<file path="src/hdl/mer_pkg.sv">
package mer_pkg;

  localparam int AXIS_BITS_DEF  = 9;
  localparam int COORD_BITS_DEF = 10;

  // beat field widths and positions
  localparam int AXIS_FW  = 9;
  localparam int COORD_FW = 10;
  localparam int CX_LSB   = 0;
  localparam int CY_LSB   = CX_LSB + COORD_FW;
  localparam int A_LSB    = CY_LSB + COORD_FW;
  localparam int B_LSB    = A_LSB + AXIS_FW;
  localparam int IN_DW    = 40;
  localparam int PT_W     = 12;
  localparam int OUT_DW   = 8 * PT_W;
  localparam int OUT_UW   = 2;

  typedef enum logic {
    OP_START = 1'b0,
    OP_STEP  = 1'b1
  } op_e;

  typedef enum logic [1:0] {
    PH_IDLE,
    PH_R1,
    PH_R2,
    PH_FIN
  } phase_e;

  typedef enum logic [2:0] {
    MX_A,
    MX_B,
    MX_A2,
    MX_B2,
    MX_X,
    MX_P
  } mx_e;

  typedef enum logic [3:0] {
    MY_A,
    MY_B,
    MY_A2,
    MY_S,
    MY_X,
    MY_1M2A,
    MY_1M2B,
    MY_2XP3,
    MY_2YP3,
    MY_1MX,
    MY_1MY
  } my_e;

  typedef enum logic [1:0] {
    WR_NONE,
    WR_A2,
    WR_B2,
    WR_A4S
  } wr_e;

  typedef enum logic [2:0] {
    DEC_NONE,
    DEC_LD_A2,
    DEC_LD_B2,
    DEC_ADD2,
    DEC_ADD4C
  } dec_e;

  typedef enum logic [2:0] {
    OFF_NONE,
    OFF_START,
    OFF_R2,
    OFF_STEP1,
    OFF_STEP2
  } off_e;

  typedef enum logic [1:0] {
    J_NEXT,
    J_ALWAYS,
    J_R1_FAIL,
    J_R2_FAIL
  } jmp_e;

  localparam int UPC_W = 5;
  typedef logic [UPC_W-1:0] upc_t;

  // microprogram entry points and steps
  localparam upc_t UPC_ST0   = 5'd0;
  localparam upc_t UPC_ST1   = 5'd1;
  localparam upc_t UPC_ST2   = 5'd2;
  localparam upc_t UPC_ST3   = 5'd3;
  localparam upc_t UPC_ST4   = 5'd4;
  localparam upc_t UPC_EMIT  = 5'd5;
  localparam upc_t UPC_R1_0  = 5'd6;
  localparam upc_t UPC_R1_1  = 5'd7;
  localparam upc_t UPC_R1_2  = 5'd8;
  localparam upc_t UPC_R1_3  = 5'd9;
  localparam upc_t UPC_R1_4  = 5'd10;
  localparam upc_t UPC_EN2_0 = 5'd11;
  localparam upc_t UPC_EN2_1 = 5'd12;
  localparam upc_t UPC_R2_0  = 5'd13;
  localparam upc_t UPC_R2_1  = 5'd14;
  localparam upc_t UPC_R2_2  = 5'd15;
  localparam upc_t UPC_R2_3  = 5'd16;
  localparam upc_t UPC_R2_4  = 5'd17;
  localparam upc_t UPC_FIN   = 5'd18;

  typedef struct packed {
    mx_e    mx;
    my_e    my;
    wr_e    wr;
    dec_e   dec;
    off_e   off;
    logic   ph_wr;
    phase_e ph;
    jmp_e   jmp;
    upc_t   target;
    logic   emit;
    logic   emit_valid;
  } ctrl_t;

  typedef struct packed {
    phase_e phase;
    logic   r1_ok;
    logic   r2_ok;
  } stat_t;

  typedef struct packed {
    logic signed [PT_W-1:0] p3_y;
    logic signed [PT_W-1:0] p3_x;
    logic signed [PT_W-1:0] p2_y;
    logic signed [PT_W-1:0] p2_x;
    logic signed [PT_W-1:0] p1_y;
    logic signed [PT_W-1:0] p1_x;
    logic signed [PT_W-1:0] p0_y;
    logic signed [PT_W-1:0] p0_x;
    logic                   done_res;
    logic                   points_valid;
  } res_t;

  function automatic ctrl_t rom_word(input upc_t a);
    ctrl_t w;
    w = '0;
    case (a)
      UPC_ST0: begin
        w.off = OFF_START; w.ph_wr = 1'b1; w.ph = PH_R1;
        w.mx = MX_A; w.my = MY_A;
      end
      UPC_ST1: begin
        w.wr = WR_A2; w.mx = MX_B; w.my = MY_B;
      end
      UPC_ST2: begin
        w.wr = WR_B2; w.mx = MX_A2; w.my = MY_A2;
      end
      UPC_ST3: begin
        w.wr = WR_A4S; w.mx = MX_A2; w.my = MY_1M2B;
      end
      UPC_ST4: begin
        w.dec = DEC_LD_B2;
      end
      UPC_EMIT: begin
        w.emit = 1'b1; w.emit_valid = 1'b1;
      end
      UPC_R1_0: begin
        w.mx = MX_X; w.my = MY_X;
      end
      UPC_R1_1: begin
        w.mx = MX_P; w.my = MY_S;
      end
      UPC_R1_2: begin
        w.jmp = J_R1_FAIL; w.target = UPC_EN2_0;
        w.mx = MX_B2; w.my = MY_2XP3;
      end
      UPC_R1_3: begin
        w.dec = DEC_ADD2; w.mx = MX_A2; w.my = MY_1MY;
      end
      UPC_R1_4: begin
        w.dec = DEC_ADD4C; w.off = OFF_STEP1;
        w.jmp = J_ALWAYS; w.target = UPC_EMIT;
      end
      UPC_EN2_0: begin
        w.off = OFF_R2; w.ph_wr = 1'b1; w.ph = PH_R2;
        w.mx = MX_B2; w.my = MY_1M2A;
      end
      UPC_EN2_1: begin
        w.dec = DEC_LD_A2; w.jmp = J_ALWAYS; w.target = UPC_EMIT;
      end
      UPC_R2_0: begin
        w.mx = MX_X; w.my = MY_X;
      end
      UPC_R2_1: begin
        w.mx = MX_P; w.my = MY_S;
      end
      UPC_R2_2: begin
        w.jmp = J_R2_FAIL; w.target = UPC_FIN;
        w.mx = MX_A2; w.my = MY_2YP3;
      end
      UPC_R2_3: begin
        w.dec = DEC_ADD2; w.mx = MX_B2; w.my = MY_1MX;
      end
      UPC_R2_4: begin
        w.dec = DEC_ADD4C; w.off = OFF_STEP2;
        w.jmp = J_ALWAYS; w.target = UPC_EMIT;
      end
      UPC_FIN: begin
        w.ph_wr = 1'b1; w.ph = PH_FIN; w.emit = 1'b1;
      end
      default: begin
        w.emit = 1'b1;
      end
    endcase
    return w;
  endfunction

endpackage

</file>
<file path="src/hdl/mer_obuf.sv">
module mer_obuf (
  input  logic          clk_i,
  input  logic          rst_ni,
  input  logic          ld_i,
  input  mer_pkg::res_t res_i,
  output logic          rdy_o,
  output logic          m_valid_o,
  input  logic          m_ready_i,
  output mer_pkg::res_t res_o
);

  logic          full_q, full_d;
  mer_pkg::res_t res_q;

  assign rdy_o     = !full_q || m_ready_i;
  assign m_valid_o = full_q;
  assign res_o     = res_q;

  always_comb begin
    full_d = full_q;
    if (ld_i) begin
      full_d = 1'b1;
    end else if (m_ready_i) begin
      full_d = 1'b0;
    end
  end

  always_ff @(posedge clk_i or negedge rst_ni) begin
    if (!rst_ni) begin
      full_q <= 1'b0;
    end else begin
      full_q <= full_d;
    end
  end

  always_ff @(posedge clk_i) begin
    if (ld_i) begin
      res_q <= res_i;
    end
  end

endmodule

</file>
<file path="config.mk">
export PLATFORM = sky130hd
export DESIGN_NAME = mer_obuf
export DESIGN_NICKNAME = d
export VERILOG_FILES = /design/src/hdl/mer_pkg.sv /design/src/hdl/mer_obuf.sv
export SDC_FILE = /design/constraint.sdc
export NUM_CORES = 1
export LEC_CHECK = 0
export ABC_CLOCK_PERIOD_IN_PS = 800
export BUFFER_PORTS_ARGS = -buffer_cell sky130_fd_sc_hd__buf_2
export CORE_UTILIZATION = 30
export CTS_CLUSTER_SIZE = 30
export DETAILED_ROUTE_END_ITERATION = 8
export PLACE_DENSITY_LB_ADDON = 0.12
export SYNTH_ARGS = -nofsm -noshare
export SYNTH_HDL_FRONTEND = slang
export SYNTH_SLANG_ARGS = --single-unit
</file>
<file path="constraint.sdc">
create_clock -name clk_i -period 0.8 [get_ports clk_i]
set_clock_uncertainty 0.05 [all_clocks]
set_input_delay 0.24 -clock clk_i [delete_from_list [all_inputs] [get_ports clk_i]]
set_output_delay 0.24 -clock clk_i [all_outputs]
set_load 0.02 [all_outputs]
</file>
==> qor.txt, run 1 <==
gpl congestion: 0.664
Synth Area in Compound Gates: 0%
post-synthesis simple-gate area fraction: 0.753%
Worst EP required: 510 ps
fin. max-slew vios: 0
Slew HR: 87.5%
xor and xnor area share after synthesis: 0%
worst slew pin tran: 188 ps
core footprint: 0.00973 sq mm
WP buf/inv: 1
Synth-to-Final Area Change: 75.9%
violated checks: setup timing
R2R Path Start: m_valid_o$_DFFE_PN0P_
Worst path max stage delay: 430 ps
VDD IR max: 1070 uV
nature of the critical path startpoint: flip-flop
largest family of logic cells by synthesized area: simple AND/OR/NAND/NOR gates
Setup WS post-layout: -457 ps
I/O Buffers: 201
Lkg Pwr: 2.29 nW
Critical Path End Type: output port
hold path start: res_i[27]
Top-Level Pins: 202
# DRC: 0
Via-to-Cell Ratio: 4.03
Post-Route WL: 6.79 mm
status: finished with violations
ANT cells: 0
crit path DAT: 970 ps
first-pass GRT wire length: 8.81 mm
worst min path class: in2reg
row cnt: 36
# nets final: 454
Worst-path clk slew: 80 ps
Max Root-Sink Buffers: 2
critical path's slowest cell: dfrtp_2
RSZ-0062 raised after global routing: yes
Worst setup startpoint: m_valid_o$_DFFE_PN0P_
clock root buffer: clkbuf_8
Overall Global Routing Usage: 11.9%
H-tree depth: 3
GRT Residual Overflow: 0
largest net degree at the start of global routing: 35
CTS sink count: 99
flip-flop and latch area: 0.00297 sq mm
Initial Util: 30.7%
drt pass-1 iters: 4
DR WL/cell: 13.9 um
final hold violations: 0
Sum Neg Setup Slack: -37380 ps
die extent in y: 102 um
vias after detailed routing: 1968
Unique masters post-synth: 4
Syn Std Cell Area: 0.00299 sq mm
area of the die: 0.0104 sq mm
CTS tree: built
Routed Antenna Nets: 0
CP Cell Sequence: nand2b_4 -> buf_6
net count after synthesis: 203
Fill cells: 805
minimum clock period: 1260 ps
final total power: 11.0 mW
worst skew pair latency: 340 ps
Post CTS Setup Buffer Count: 0
final setup fails: 123
layout cells sized above 1: 58.9%
synth warn: 0
part of the Yosys area used for sequential elements: 99.2%
Power Dens Cells: 2090 mW/mm^2
fmax: 795 MHz
max-cap viol count: 0
period utilization: 157%
multi-input logic area: 22.5 sq um
CTS buffer count: 9
initial antenna violation count: 0
mux cell area share after synthesis: 0%
cell family with most CP delay: flip-flops
adder and majority cell fraction of the synthesized area: 0%
Synth Register Bits: 99
CP max FO: 2
Post-Synthesis Cells: 101
Synth Area per Inst: 29.6 sq um
die width: 102 um
crit path kind: reg2out
Iter 0 DRT Violations: 34
vias in the first global route: 1830
==> cells in the final DEF, fill, tap and decap left out, types with 2 or more instances in the layout <==
master,synthesis,final
buf_12,0,3
buf_2,0,122
buf_4,0,2
buf_6,0,67
clkbuf_8,0,9
clkinv_2,0,2
dlygate4sd3_1,0,34
dlymetal6s4s_1,0,12
edfxtp_1,98,98
==> logic make-up after synthesis <==
kind of cell,count (synthesis)
flip-flops,99
AND/OR/NAND/NOR,2
==> through the flow <==
stage	setup WS, ps	cells	instance area, sq um	utilization, %	hold slack [ps]
after global placement	-174	439	4230	43.5	-34.2
final	-457	488	5260	54.1	15.1
after CTS	-479	486	4870	50.0	-9.64
after detailed placement	-176	439	4230	43.5	-32.7
after global routing	-517	488	5260	54.1	-8.13
after floorplan	-54.2	101	2990	-	-106
==> cells in the mapped netlist, drive strengths merged <==
| cell type | instances | share of area [%] |
|---|---|---|
| edfxtp | 98 | 98 |
| dfrtp | 1 | 0.84 |
| nand2b | 2 | 0.75 |
==> worst paths after layout <==
kind                                               to  slack (ps)  depth (start not counted)
worst max-delay path                            rdy_o        -460                          2
worst min-delay path              res_o[27]$_DFFE_PP_          20                          1
worst max register to register  m_valid_o$_DFFE_PN0P_         -10                          3
worst min register to register  m_valid_o$_DFFE_PN0P_         610                          3
max in group asynchronous       m_valid_o$_DFFE_PN0P_         460                          2
min in group asynchronous       m_valid_o$_DFFE_PN0P_         150                          2
==> timing repair <==
action                     in CTS  in global routing
setup endpoints to repair     100                124
gates resized for setup        42                104
hold buffers                   33                 13
pin swaps                       0                  0
hold endpoints to repair       88                 47
==> power by group <==
part	internal, mW	total (mW)	switching (mW)
sequential	6.15	6.30	0.151
combinational	0.915	1.79	0.872
clock	1.39	2.93	1.53
==> area by class of cell <==
| type | count | area share [%] |
|---|---|---|
| Sequential cell | 99 | 56.4 |
| Timing Repair Buffer | 240 | 36.7 |
| Tap cell | 133 | 3.16 |
| Clock buffer | 10 | 2.43 |
| Clock inverter | 4 | 0.833 |
| Multi-Input combinational cell | 2 | 0.428 |
==> registers in the layout, indices dropped and copies added, names as in the netlist <==
| signal | flops |
|---|---|
| m_valid_o | 1 |
| res_o | 98 |
==> worst register-to-register path, cell delays in order, from the launching register on <==
cell	delay [ps]
dfrtp_2	430
nand2b_4	80
buf_4	100
nand2b_2	40
==> layer usage <==
metal,vias up,wire (um),GRT usage [%]
met5,-,0,0
met4,0,125,7.91
met3,9,868,5.81
met2,133,3250,18.0
met1,920,2550,13.5
li1,906,-,-
Note: power is estimated with default switching activity, not from simulation.
==> inputs of run 2 (changes only) <==
--- a/config.mk
+++ b/config.mk
@@ -7,7 +7,9 @@
 export LEC_CHECK = 0
 export ABC_CLOCK_PERIOD_IN_PS = 800
 export BUFFER_PORTS_ARGS = -buffer_cell sky130_fd_sc_hd__buf_2
-export CORE_UTILIZATION = 30
+export CELL_PAD_IN_SITES_DETAIL_PLACEMENT = 1
+export CELL_PAD_IN_SITES_GLOBAL_PLACEMENT = 2
+export CORE_UTILIZATION = 27
 export CTS_CLUSTER_SIZE = 30
 export DETAILED_ROUTE_END_ITERATION = 8
 export PLACE_DENSITY_LB_ADDON = 0.12
==> qor.txt, run 2 (synthesis results as in run 1) <==
worst skew pair latency: 360 ps
worst slew pin tran: 170 ps
CP Cell Sequence: nand2b_4 -> buf_6
Worst EP required: 510 ps
die extent in y: 107 um
Power Dens Cells: 1930 mW/mm^2
critical path's slowest cell: dfrtp_2
CTS buffer count: 9
VDD IR max: 877 uV
WP buf/inv: 1
clock root buffer: clkbuf_8
largest net degree at the start of global routing: 32
drt pass-1 iters: 3
status: finished with violations
initial antenna violation count: 0
Initial Util: 27.7%
violated checks: setup timing
Iter 0 DRT Violations: 52
max-cap viol count: 0
DR WL/cell: 15.7 um
ANT cells: 0
R2R Setup Slk: -470 ps
first-pass GRT wire length: 11.7 mm
minimum clock period: 1280 ps
# DRC: 0
Synth-to-Final Area Change: 98.8%
hpwl dp: 5.43 mm
Slew HR: 88.6%
max FFs per register: 98
fmax: 783 MHz
most common cell after layout, fill and taps aside: buf_2
H-tree depth: 3
fin. max-slew vios: 0
Post-Layout Cell Count: 555
R2R Path Start: m_valid_o$_DFFE_PN0P_
crit path DAT: 990 ps
vias in the first global route: 2292
dpl cells: 449
Top-Level Pins: 202
flip-flop and latch area: 0.00297 sq mm
r2r endpoint: m_valid_o$_DFFE_PN0P_
worst min path class: in2reg
row cnt: 38
Via-to-Cell Ratio: 3.96
final hold violations: 0
nature of the critical path startpoint: flip-flop
core footprint: 0.0108 sq mm
gpl congestion: 0.678
crit path kind: reg2out
commonest cells after routing, fill and taps aside: buf_2 (112), edfxtp_1 (98), buf_6 (84), dlygate4sd3_1 (74), dlymetal6s4s_1 (20)
CP max FO: 2
crit path to: rdy_o
layout cells sized above 1: 52.5%
Worst path max stage delay: 440 ps
period utilization: 160%
area of the die: 0.0115 sq mm
CTS tree: built
Worst-path clk slew: 90 ps
CTS sink count: 99
Fill cells: 1032
multi-input logic area: 27.5 sq um
Routed Antenna Nets: 0
Setup WS post-layout: -477 ps
Max Root-Sink Buffers: 2
cell family with most CP delay: flip-flops
final hold slack: 16.0 ps
Post-Route WL: 8.71 mm
die width: 107 um
Lkg Pwr: 2.65 nW
final setup fails: 165
vias after detailed routing: 2200
Overall Global Routing Usage: 14.1%
Worst setup startpoint: m_valid_o$_DFFE_PN0P_
RSZ-0062 raised after global routing: yes
Critical Path End Type: output port
Worst R2R Path Depth: 8
GRT Residual Overflow: 0
# nets final: 512
I/O Buffers: 201
Worst path depth: 2
## run 2: changes by cell type in the layout (fill, tap and decap cells not counted), moves of 3 or more
cell	delta
dlygate4sd3_1	+40
dlymetal6s4s_1	+8
clkbuf_1	+3
buf_2	-10
buf_6	+17
buf_4	+3
## run 2: report_power, final
| group | total, mW | switching [mW] | leakage [nW] | internal (mW) |
|---|---|---|---|---|
| registers | 6.33 | 0.172 | 0.969 | 6.16 |
| logic | 2.11 | 0.940 | 1.59 | 1.17 |
| clock network | 3.01 | 1.58 | 0.0890 | 1.44 |
| total | 11.5 | 2.69 | 2.65 | 8.77 |
## run 2: area by class of cell
type | instances | area share (%)
tap | 140 | 2.95
timing repair buffer | 298 | 43.7
clock buffer | 13 | 2.34
clock inverter | 3 | 0.652
multi-input combinational | 2 | 0.463
sequential | 99 | 49.9
## run 2: worst min path at each step
stage | startpoint | end | slack [ps] | cells past startpoint
3_3_place_gp | rst_ni | m_valid_o$_DFFE_PN0P_ | -30 | 1
3_5_place_dp | rst_ni | m_valid_o$_DFFE_PN0P_ | -30 | 1
5_1_grt | res_i[88] | res_o[88]$_DFFE_PP_ | -5 | 1
4_1_cts | res_i[40] | res_o[40]$_DFFE_PP_ | -9 | 1
2_1_floorplan | rst_ni | m_valid_o$_DFFE_PN0P_ | -110 | 0
6_report | res_i[88] | res_o[88]$_DFFE_PP_ | 20 | 1
## run 2: routing by layer
metal	global-route usage, %	wire length [um]	vias up
li1	-	-	1024
met3	6.99	779	16
met5	0	0	-
met4	6.26	174	0
met2	25.4	4920	103
met1	13.5	2840	1057
## run 2: timing repair
item | in CTS | in global routing
hold endpoints to repair | 95 | 43
buffers inserted | 6 | 1
setup endpoints to repair | 101 | 130
hold buffers | 56 | 38
resized for setup | 83 | 104
## run 2: stage by stage
stage | setup slack (ps) | instance area [sq um] | setup TNS [ps] | utilization (%) | power (mW)
finish | -477 | 5940 | -40070 | 55.1 | 11.5
global route | -525 | 5940 | -44270 | 55.1 | 11.9
CTS | -494 | 5300 | -40960 | 49.1 | 11.2
detailed placement | -212 | 4270 | -19200 | 39.5 | 7.72
global placement | -210 | 4270 | -18300 | 39.5 | 7.69
floorplan | -54.2 | 2990 | -54.2 | - | 6.93
## run 2: worst register-to-register path, stage by stage, from the launching register on
cell and delay (ps):
dfrtp_2 400, nand2b_4 60, buf_4 130, buf_6 100, buf_6 100, buf_6 100, buf_6 100, buf_6 110
nand2b_4 50
