==> config.mk <==
export PLATFORM = sky130hd
export DESIGN_NAME = mer_dp
export DESIGN_NICKNAME = d
export VERILOG_FILES = /design/src/hdl/mer_pkg.sv /design/src/hdl/mer_dp.sv
export SDC_FILE = /design/constraint.sdc
export NUM_CORES = 2
export LEC_CHECK = 0
export BUFFER_PORTS_ARGS = -buffer_cell sky130_fd_sc_hd__buf_4
export CORE_MARGIN = 8
export CORE_UTILIZATION = 50
export DETAILED_ROUTE_END_ITERATION = 6
export PLACE_DENSITY = 0.76
export SLEW_MARGIN = 20
export SYNTH_ARGS = -nofsm -noshare
export SYNTH_HDL_FRONTEND = slang
export SYNTH_SLANG_ARGS = --single-unit
==> constraint.sdc <==
create_clock -name clk_i -period 11.4 [get_ports clk_i]
set_input_delay 0 -clock clk_i [delete_from_list [all_inputs] [get_ports clk_i]]
set_output_delay 0 -clock clk_i [all_outputs]
set_load 0.01 [all_outputs]
==> src/hdl/mer_pkg.sv <==
package mer_pkg;

  localparam int AXIS_BITS_DEF  = 9;
  localparam int COORD_BITS_DEF = 10;

  // beat field widths and positions
  localparam int AXIS_FW  = 9;
  localparam int COORD_FW = 10;
  localparam int CX_LSB   = 0;
  localparam int CY_LSB   = CX_LSB + COORD_FW;
  localparam int A_LSB    = CY_LSB + COORD_FW;
  localparam int B_LSB    = A_LSB + AXIS_FW;
  localparam int IN_DW    = 40;
  localparam int PT_W     = 12;
  localparam int OUT_DW   = 8 * PT_W;
  localparam int OUT_UW   = 2;

  typedef enum logic {
    OP_START = 1'b0,
    OP_STEP  = 1'b1
  } op_e;

  typedef enum logic [1:0] {
    PH_IDLE,
    PH_R1,
    PH_R2,
    PH_FIN
  } phase_e;

  typedef enum logic [2:0] {
    MX_A,
    MX_B,
    MX_A2,
    MX_B2,
    MX_X,
    MX_P
  } mx_e;

  typedef enum logic [3:0] {
    MY_A,
    MY_B,
    MY_A2,
    MY_S,
    MY_X,
    MY_1M2A,
    MY_1M2B,
    MY_2XP3,
    MY_2YP3,
    MY_1MX,
    MY_1MY
  } my_e;

  typedef enum logic [1:0] {
    WR_NONE,
    WR_A2,
    WR_B2,
    WR_A4S
  } wr_e;

  typedef enum logic [2:0] {
    DEC_NONE,
    DEC_LD_A2,
    DEC_LD_B2,
    DEC_ADD2,
    DEC_ADD4C
  } dec_e;

  typedef enum logic [2:0] {
    OFF_NONE,
    OFF_START,
    OFF_R2,
    OFF_STEP1,
    OFF_STEP2
  } off_e;

  typedef enum logic [1:0] {
    J_NEXT,
    J_ALWAYS,
    J_R1_FAIL,
    J_R2_FAIL
  } jmp_e;

  localparam int UPC_W = 5;
  typedef logic [UPC_W-1:0] upc_t;

  // microprogram entry points and steps
  localparam upc_t UPC_ST0   = 5'd0;
  localparam upc_t UPC_ST1   = 5'd1;
  localparam upc_t UPC_ST2   = 5'd2;
  localparam upc_t UPC_ST3   = 5'd3;
  localparam upc_t UPC_ST4   = 5'd4;
  localparam upc_t UPC_EMIT  = 5'd5;
  localparam upc_t UPC_R1_0  = 5'd6;
  localparam upc_t UPC_R1_1  = 5'd7;
  localparam upc_t UPC_R1_2  = 5'd8;
  localparam upc_t UPC_R1_3  = 5'd9;
  localparam upc_t UPC_R1_4  = 5'd10;
  localparam upc_t UPC_EN2_0 = 5'd11;
  localparam upc_t UPC_EN2_1 = 5'd12;
  localparam upc_t UPC_R2_0  = 5'd13;
  localparam upc_t UPC_R2_1  = 5'd14;
  localparam upc_t UPC_R2_2  = 5'd15;
  localparam upc_t UPC_R2_3  = 5'd16;
  localparam upc_t UPC_R2_4  = 5'd17;
  localparam upc_t UPC_FIN   = 5'd18;

  typedef struct packed {
    mx_e    mx;
    my_e    my;
    wr_e    wr;
    dec_e   dec;
    off_e   off;
    logic   ph_wr;
    phase_e ph;
    jmp_e   jmp;
    upc_t   target;
    logic   emit;
    logic   emit_valid;
  } ctrl_t;

  typedef struct packed {
    phase_e phase;
    logic   r1_ok;
    logic   r2_ok;
  } stat_t;

  typedef struct packed {
    logic signed [PT_W-1:0] p3_y;
    logic signed [PT_W-1:0] p3_x;
    logic signed [PT_W-1:0] p2_y;
    logic signed [PT_W-1:0] p2_x;
    logic signed [PT_W-1:0] p1_y;
    logic signed [PT_W-1:0] p1_x;
    logic signed [PT_W-1:0] p0_y;
    logic signed [PT_W-1:0] p0_x;
    logic                   done_res;
    logic                   points_valid;
  } res_t;

  function automatic ctrl_t rom_word(input upc_t a);
    ctrl_t w;
    w = '0;
    case (a)
      UPC_ST0: begin
        w.off = OFF_START; w.ph_wr = 1'b1; w.ph = PH_R1;
        w.mx = MX_A; w.my = MY_A;
      end
      UPC_ST1: begin
        w.wr = WR_A2; w.mx = MX_B; w.my = MY_B;
      end
      UPC_ST2: begin
        w.wr = WR_B2; w.mx = MX_A2; w.my = MY_A2;
      end
      UPC_ST3: begin
        w.wr = WR_A4S; w.mx = MX_A2; w.my = MY_1M2B;
      end
      UPC_ST4: begin
        w.dec = DEC_LD_B2;
      end
      UPC_EMIT: begin
        w.emit = 1'b1; w.emit_valid = 1'b1;
      end
      UPC_R1_0: begin
        w.mx = MX_X; w.my = MY_X;
      end
      UPC_R1_1: begin
        w.mx = MX_P; w.my = MY_S;
      end
      UPC_R1_2: begin
        w.jmp = J_R1_FAIL; w.target = UPC_EN2_0;
        w.mx = MX_B2; w.my = MY_2XP3;
      end
      UPC_R1_3: begin
        w.dec = DEC_ADD2; w.mx = MX_A2; w.my = MY_1MY;
      end
      UPC_R1_4: begin
        w.dec = DEC_ADD4C; w.off = OFF_STEP1;
        w.jmp = J_ALWAYS; w.target = UPC_EMIT;
      end
      UPC_EN2_0: begin
        w.off = OFF_R2; w.ph_wr = 1'b1; w.ph = PH_R2;
        w.mx = MX_B2; w.my = MY_1M2A;
      end
      UPC_EN2_1: begin
        w.dec = DEC_LD_A2; w.jmp = J_ALWAYS; w.target = UPC_EMIT;
      end
      UPC_R2_0: begin
        w.mx = MX_X; w.my = MY_X;
      end
      UPC_R2_1: begin
        w.mx = MX_P; w.my = MY_S;
      end
      UPC_R2_2: begin
        w.jmp = J_R2_FAIL; w.target = UPC_FIN;
        w.mx = MX_A2; w.my = MY_2YP3;
      end
      UPC_R2_3: begin
        w.dec = DEC_ADD2; w.mx = MX_B2; w.my = MY_1MX;
      end
      UPC_R2_4: begin
        w.dec = DEC_ADD4C; w.off = OFF_STEP2;
        w.jmp = J_ALWAYS; w.target = UPC_EMIT;
      end
      UPC_FIN: begin
        w.ph_wr = 1'b1; w.ph = PH_FIN; w.emit = 1'b1;
      end
      default: begin
        w.emit = 1'b1;
      end
    endcase
    return w;
  endfunction

endpackage

==> src/hdl/mer_dp.sv <==
module mer_dp #(
  parameter int AXIS_BITS  = mer_pkg::AXIS_BITS_DEF,
  parameter int COORD_BITS = mer_pkg::COORD_BITS_DEF
) (
  input  logic                  clk_i,
  input  logic                  rst_ni,
  input  logic                  step_en_i,
  input  mer_pkg::ctrl_t        ctrl_i,
  input  logic                  ld_i,
  input  logic [AXIS_BITS-1:0]  a_i,
  input  logic [AXIS_BITS-1:0]  b_i,
  input  logic [COORD_BITS-1:0] cx_i,
  input  logic [COORD_BITS-1:0] cy_i,
  output mer_pkg::stat_t        stat_o,
  output mer_pkg::res_t         res_o
);

  localparam int OW  = AXIS_BITS + 2;
  localparam int XW  = 2 * AXIS_BITS + 3;
  localparam int YW  = 2 * AXIS_BITS + 2;
  localparam int PW  = XW + YW;
  localparam int DW  = 4 * AXIS_BITS + 6;
  localparam int SW  = 2 * AXIS_BITS + 1;
  localparam int EW0 = (COORD_BITS > OW) ? COORD_BITS : OW;
  localparam int EW  = (EW0 > mer_pkg::PT_W) ? EW0 : mer_pkg::PT_W;
  localparam logic signed [YW-1:0] ONE_Y   = YW'(1);
  localparam logic signed [YW-1:0] THREE_Y = YW'(3);
  localparam logic signed [OW-1:0] ONE_O   = OW'(1);

  logic [AXIS_BITS-1:0]     a_q, a_d, b_q, b_d;
  logic [COORD_BITS-1:0]    cx_q, cx_d, cy_q, cy_d;
  logic signed [OW-1:0]     ox_q, ox_d, oy_q, oy_d;
  logic [2*AXIS_BITS-1:0]   a2_q, a2_d, b2_q, b2_d;
  logic [SW-1:0]            s_q, s_d;
  logic [4*AXIS_BITS-1:0]   a4_q, a4_d;
  logic signed [PW-1:0]     p_q, p_d, prod;
  logic [DW-1:0]            dec_q, dec_d;
  logic                     neg_q, neg_d;
  mer_pkg::phase_e          phase_q, phase_d;

  logic signed [XW-1:0]     mx_v;
  logic signed [YW-1:0]     my_v, a_y, b_y, x_y, y_y;
  logic [PW-1:0]            p_u;
  logic [EW-1:0]            cx_e, cy_e, ox_e, oy_e, xp, xm, yp, ym;

  assign a_y = YW'(a_q);
  assign b_y = YW'(b_q);
  assign x_y = YW'(ox_q);
  assign y_y = YW'(oy_q);

  always_comb begin
    case (ctrl_i.mx)
      mer_pkg::MX_A:  mx_v = XW'(a_q);
      mer_pkg::MX_B:  mx_v = XW'(b_q);
      mer_pkg::MX_A2: mx_v = XW'(a2_q);
      mer_pkg::MX_B2: mx_v = XW'(b2_q);
      mer_pkg::MX_X:  mx_v = XW'(ox_q);
      mer_pkg::MX_P:  mx_v = p_q[XW-1:0];
      default:        mx_v = '0;
    endcase
    case (ctrl_i.my)
      mer_pkg::MY_A:    my_v = a_y;
      mer_pkg::MY_B:    my_v = b_y;
      mer_pkg::MY_A2:   my_v = YW'(a2_q);
      mer_pkg::MY_S:    my_v = YW'(s_q);
      mer_pkg::MY_X:    my_v = x_y;
      mer_pkg::MY_1M2A: my_v = ONE_Y - (a_y <<< 1);
      mer_pkg::MY_1M2B: my_v = ONE_Y - (b_y <<< 1);
      mer_pkg::MY_2XP3: my_v = (x_y <<< 1) + THREE_Y;
      mer_pkg::MY_2YP3: my_v = (y_y <<< 1) + THREE_Y;
      mer_pkg::MY_1MX:  my_v = ONE_Y - x_y;
      mer_pkg::MY_1MY:  my_v = ONE_Y - y_y;
      default:          my_v = '0;
    endcase
  end

  assign prod = mx_v * my_v;

  // region tests against the product held from the previous step
  assign p_u          = p_q;
  assign stat_o.phase = phase_q;
  assign stat_o.r1_ok = (s_q != '0) && (p_u <= PW'(a4_q));
  assign stat_o.r2_ok = (s_q != '0) && (p_u > PW'(a4_q));

  always_comb begin
    a_d     = ld_i ? a_i  : a_q;
    b_d     = ld_i ? b_i  : b_q;
    cx_d    = ld_i ? cx_i : cx_q;
    cy_d    = ld_i ? cy_i : cy_q;
    ox_d    = ox_q;
    oy_d    = oy_q;
    a2_d    = a2_q;
    b2_d    = b2_q;
    s_d     = s_q;
    a4_d    = a4_q;
    p_d     = p_q;
    dec_d   = dec_q;
    neg_d   = neg_q;
    phase_d = phase_q;
    if (step_en_i) begin
      p_d = prod;
      case (ctrl_i.wr)
        mer_pkg::WR_A2:  a2_d = p_q[2*AXIS_BITS-1:0];
        mer_pkg::WR_B2:  b2_d = p_q[2*AXIS_BITS-1:0];
        mer_pkg::WR_A4S: begin
          a4_d = p_q[4*AXIS_BITS-1:0];
          s_d  = SW'(a2_q) + SW'(b2_q);
        end
        default: ;
      endcase
      case (ctrl_i.dec)
        mer_pkg::DEC_LD_A2: dec_d = DW'(p_q) + DW'(a2_q);
        mer_pkg::DEC_LD_B2: dec_d = DW'(p_q) + DW'(b2_q);
        mer_pkg::DEC_ADD2: begin
          neg_d = dec_q[DW-1];
          dec_d = dec_q + (DW'(p_q) << 1);
        end
        mer_pkg::DEC_ADD4C: begin
          if (!neg_q) begin
            dec_d = dec_q + (DW'(p_q) << 2);
          end
        end
        default: ;
      endcase
      case (ctrl_i.off)
        mer_pkg::OFF_START: begin
          ox_d = '0;
          oy_d = OW'(b_q);
        end
        mer_pkg::OFF_R2: begin
          ox_d = OW'(a_q);
          oy_d = '0;
        end
        mer_pkg::OFF_STEP1: begin
          ox_d = ox_q + ONE_O;
          if (!neg_q) begin
            oy_d = oy_q - ONE_O;
          end
        end
        mer_pkg::OFF_STEP2: begin
          oy_d = oy_q + ONE_O;
          if (!neg_q) begin
            ox_d = ox_q - ONE_O;
          end
        end
        default: ;
      endcase
      if (ctrl_i.ph_wr) begin
        phase_d = ctrl_i.ph;
      end
    end
  end

  always_ff @(posedge clk_i or negedge rst_ni) begin
    if (!rst_ni) begin
      phase_q <= mer_pkg::PH_IDLE;
    end else begin
      phase_q <= phase_d;
    end
  end

  always_ff @(posedge clk_i) begin
    a_q   <= a_d;
    b_q   <= b_d;
    cx_q  <= cx_d;
    cy_q  <= cy_d;
    ox_q  <= ox_d;
    oy_q  <= oy_d;
    a2_q  <= a2_d;
    b2_q  <= b2_d;
    s_q   <= s_d;
    a4_q  <= a4_d;
    p_q   <= p_d;
    dec_q <= dec_d;
    neg_q <= neg_d;
  end

  // four mirrored points, wrapped to the point width
  assign cx_e = EW'(cx_q);
  assign cy_e = EW'(cy_q);
  assign ox_e = EW'(ox_q);
  assign oy_e = EW'(oy_q);
  assign xp   = cx_e + ox_e;
  assign xm   = cx_e - ox_e;
  assign yp   = cy_e + oy_e;
  assign ym   = cy_e - oy_e;

  always_comb begin
    res_o              = '0;
    res_o.done_res     = !ctrl_i.emit_valid;
    if (ctrl_i.emit_valid) begin
      res_o.points_valid = 1'b1;
      res_o.p0_x         = xp[mer_pkg::PT_W-1:0];
      res_o.p0_y         = yp[mer_pkg::PT_W-1:0];
      res_o.p1_x         = xp[mer_pkg::PT_W-1:0];
      res_o.p1_y         = ym[mer_pkg::PT_W-1:0];
      res_o.p2_x         = xm[mer_pkg::PT_W-1:0];
      res_o.p2_y         = ym[mer_pkg::PT_W-1:0];
      res_o.p3_x         = xm[mer_pkg::PT_W-1:0];
      res_o.p3_y         = yp[mer_pkg::PT_W-1:0];
    end
  end

endmodule

==> results <==
- After technology mapping, the gate count stands at 3976.
- The count of yosys warnings during synthesis is 0.
- After detailed routing, the number of remaining DRC violations is 0.
- The total placed instance area is 0.0382 mm2.
- The routed design could run at a clock period as short as about 10000 ps.
- Clock tree synthesis selected as its root buffer the cell clkbuf_16.
- Clock skew on the completed layout was measured at 16.3 ps.
- The max-slew violation count is 0.
- The count of standard-cell rows is 98.
- The start of the worst register-to-register path is b_q[2].
- Max-cap violations in this run came to 0.
- The number of buffers and inverters on the critical path is 5.
- Ranked by total cell area, the synthesized netlist is headed by fa_1, edfxtp_1, ha_1, inv_1, xnor2_1.
- The post-CTS setup buffer count is 0.
- In this run, placement finished with an instance count of 4955.
- The critical path's top delay family is adder cells.
- Data arrives at the worst endpoint at 10430 ps.
- The routed via count divided by cell count is around 6.
- In the final layout, the multi-input gates occupy roughly 0.026 mm2.
- The routed layout has 29700 vias.
- The flip-flop and latch count after synthesis is 236.
- The detail route stage leaves a number of antenna-violating nets equal to 0.
- Dividing the detail-routed wire length by the instance count gives 20.6 um.
- The tree built by TritonCTS fans out to 236 sinks.
- Routability-driven placement finished with a final weighted congestion of ~1.
- By count the netlist is led by inv_1, fa_1, nor2_1.
- The total clock buffers created by CTS is 29.
- The slowest stage of the critical path belongs to the cell a221o_1.
- STA classifies the critical path endpoint as a register.
- The share of total power dissipated in combinational logic is 75.6%.
- Once the floorplan was initialized, standard cells occupied 50.6% of the core.
- The internal power is 5.22 mW.
- TritonCTS built the clock tree.
- The number of design-rule violations left by the first detailed-router iteration is 2629.
- The initial antenna violation count is 0.
- The area added between synthesis and finish is 9.36%.
- Among the stages of the critical path, the cell type that occurs most often is fa_1.
- In this run, synthesis inferred 234 flip-flops with an integrated enable.
- The worst slew margin relative to its limit is 28.5%.
- The total of fill cells in the finished design is 6321.
- Cells with a size suffix above 1 make up 8.30% of the layout.
- Adding up every negative setup slack in the final design gives 0 ps.
- The count of nets after finishing is 4929.
- In the finished design, the share of the clock period the worst path needs comes to 88.6%.
- Hold repair after CTS inserted 51 buffers.
- The kind of start point of the critical path is a register.
- The first detailed-routing pass took 6 iterations.
- Among all flip-flop cells after synthesis, the most frequent one is edfxtp_1.
- The clock transition at the registers of the reported paths is 60 ps.
- During I/O placement, the number of pins put on the boundary was around 170.
- The routed design has 104000 um of wire.
- Each instance of the synthesized netlist takes up on average 9.11 um2.
- VDD sags by at most 0.000366 V.
- In the synthesized netlist the async set-or-reset flop fraction comes to 0.847%.
- Setup repair after global routing left no endpoint under its margin.
- At the worst endpoint, the required time is approximately 12000 ps.
- The overall power of the completed layout is 10.7 mW.
- In this design, the stage delay of the slowest critical-path cell is ~630 ps.
- In this run the power spent charging and discharging nets is 5.47 mW.
- The horizontal die dimension is 285 um.
- The number of different library cells used by synthesis comes to 85.
- For this run the aggregate overflow at the end of global routing stands at 0.
- The overall global routing resource usage is 25.4%.
- The area of the mapped netlist is 0.0362 mm2.
- Post-CTS repair changed the size of 0 cells.
- Setup violations remaining at the end of the flow were counted as 0.
- In the final layout, flip-flops and latches occupy 0.00708 mm2.
- The most common cell in the synthesized netlist is inv_1.
- The number of global-route vias before repair is 31100.
- The quantity of I/O buffers inserted on ports is 162.
- The synthesized netlist net count is 4818.
- Once layout is done, the placed cells without fillers occupy 0.0396 mm2.
- The origin of the worst setup path is b_q[2].
- The wire length of the first global-routing pass is 167000 um.
- Once layout is complete, the cells apart from fillers number between 5000 and 6000.
- The floorplan step defined a die boundary enclosing 0.0813 mm2.
- The largest fanout on the critical path is 16.
- Entering global routing, the biggest net connects 56 pins.
- After floorplanning, the core was sized to cover 0.0716 mm2.
- The peak clock frequency supported by timing is 99.0 MHz.
- Sequential cells account for 15.9% of the total power.
- The relative contribution of the clock network to total power is 8.4%.
- For this design the ratio of total power to cell area is around 270 mW/mm2.
- The flow ran to the end, and the final reports show no timing, DRC or antenna violations.
- The clock passes through at most 3 buffers.
- The hold violation count in the final report is 0.
- Setup slack on the critical path of the routed design comes to 1290 ps.
- Timing analysis after detailed placement gives a worst setup slack of 1440 ps.
- The total number of H-tree levels is 1.
- Of the post-synthesis cell area, the dominant cell type holds between 20% and 30%.
- The startpoint identified for the worst hold timing path is ctrl_i[14].
- The category of the most critical setup path is register to register.
- In this run switching power makes up about half of total power.
- The overall die height is 285 um.
- The pin slew with the least headroom to its limit is approximately 1100 ps.
- The detailed placement HPWL is 82100 um.
- In this run the static leakage power is around 18 nW.
- The later pin in the worst-skew pair is clocked with a latency of 580 ps.
- The worst hold path belongs to the class primary input to register.
- For this run, the register share of the synthesized area comes to 19.5%.
- The largest area contributor in the netlist is fa_1.
[power by group through the flow]
stage	Combinational, mW	Sequential (mW)	Clock, mW
after floorplan	6.01	1.56	0
after global placement	7.76	1.71	0
after detailed placement	7.92	1.71	0
after CTS	8.01	1.70	0.915
after global routing	9.06	1.72	0.944
final	8.09	1.70	0.903
[tightest hold or removal path, cell delays in order]
cell     delay, ps
buf_4          110
nor2b_1         90
o32ai_1        260
[kinds of logic (layout without fill, tap and decap cells)]
| logic type | count (synthesis) | after routing | share of synthesized area [%] |
|---|---|---|---|
| other | 0 | 1 | 0 |
| and+or+nand+nor | 1073 | 1073 | 13.6 |
| muxes | 58 | 58 | 1.88 |
| xor gates and xnor gates | 232 | 232 | 5.61 |
| AOI/OAI and AO/OA | 777 | 777 | 14.2 |
| buffers and inverters | 827 | 961 | 9.21 |
| DFF | 236 | 236 | 19.5 |
| adders and majority gates | 773 | 773 | 36.0 |
[layout make-up]
class	instances	area share (%)
multi-input combinational	2913	65.4
sequential	236	17.9
inverter	637	6.04
timing repair buffer	270	5.44
tap	950	3.00
clock buffer	30	1.84
clock inverter	24	0.458
antenna	1	0.00632
[sequential cells by signal, summed over array words and instances, names as in the netlist]
register	flops
dec_q	41
p_q	41
a4_q	36
s_q	19
a2_q	18
b2_q	18
ox_q	11
oy_q	11
cx_q	10
cy_q	10
a_q	9
b_q	9
phase_q	2
neg_q	1
[metal layers]
layer | vias up | global-route usage, % | wire length [um]
li1 | 13500 | - | -
met1 | 14500 | 31.7 | 40100
met2 | 1406 | 42.8 | 49300
met3 | 336 | 3.80 | 9180
met4 | 0 | 12.5 | 5820
met5 | - | 0 | 0
[metrics by stage]
stage	hold WS, ps	util (%)
floorplan	-296	-
global placement	-218	53.3
detailed placement	-217	53.3
CTS	27.3	55.3
global route	57.9	55.3
finish	28.6	55.3
[layout by cell type, fill, tap and decap left out, types with 73 or more instances in the layout]
master / Yosys / final
inv_1: 635 / 635
buf_4: 51 / 219
xnor2_1: 158 / 158
o21ai_0: 158 / 157
fa_1: 448 / 448
nor2_1: 367 / 367
a21o_1: 73 / 73
xor2_1: 74 / 74
nand2_1: 303 / 303
edfxtp_1: 234 / 234
ha_1: 325 / 325
a21oi_1: 195 / 194
[path summary, 6_finish.rpt]
path / cells after the start / to / slack [ps]
min in group asynchronous: 3 / phase_q[0] / 310
min reg2reg: 0 / neg_q / 550
max in group asynchronous: 3 / phase_q[1] / 10950
min: 3 / oy_q[1] / 30
max: 33 / p_q[40] / 1290
max reg2reg: 33 / p_q[40] / 1290
No activity file was read; power rests on OpenSTA's default activity.
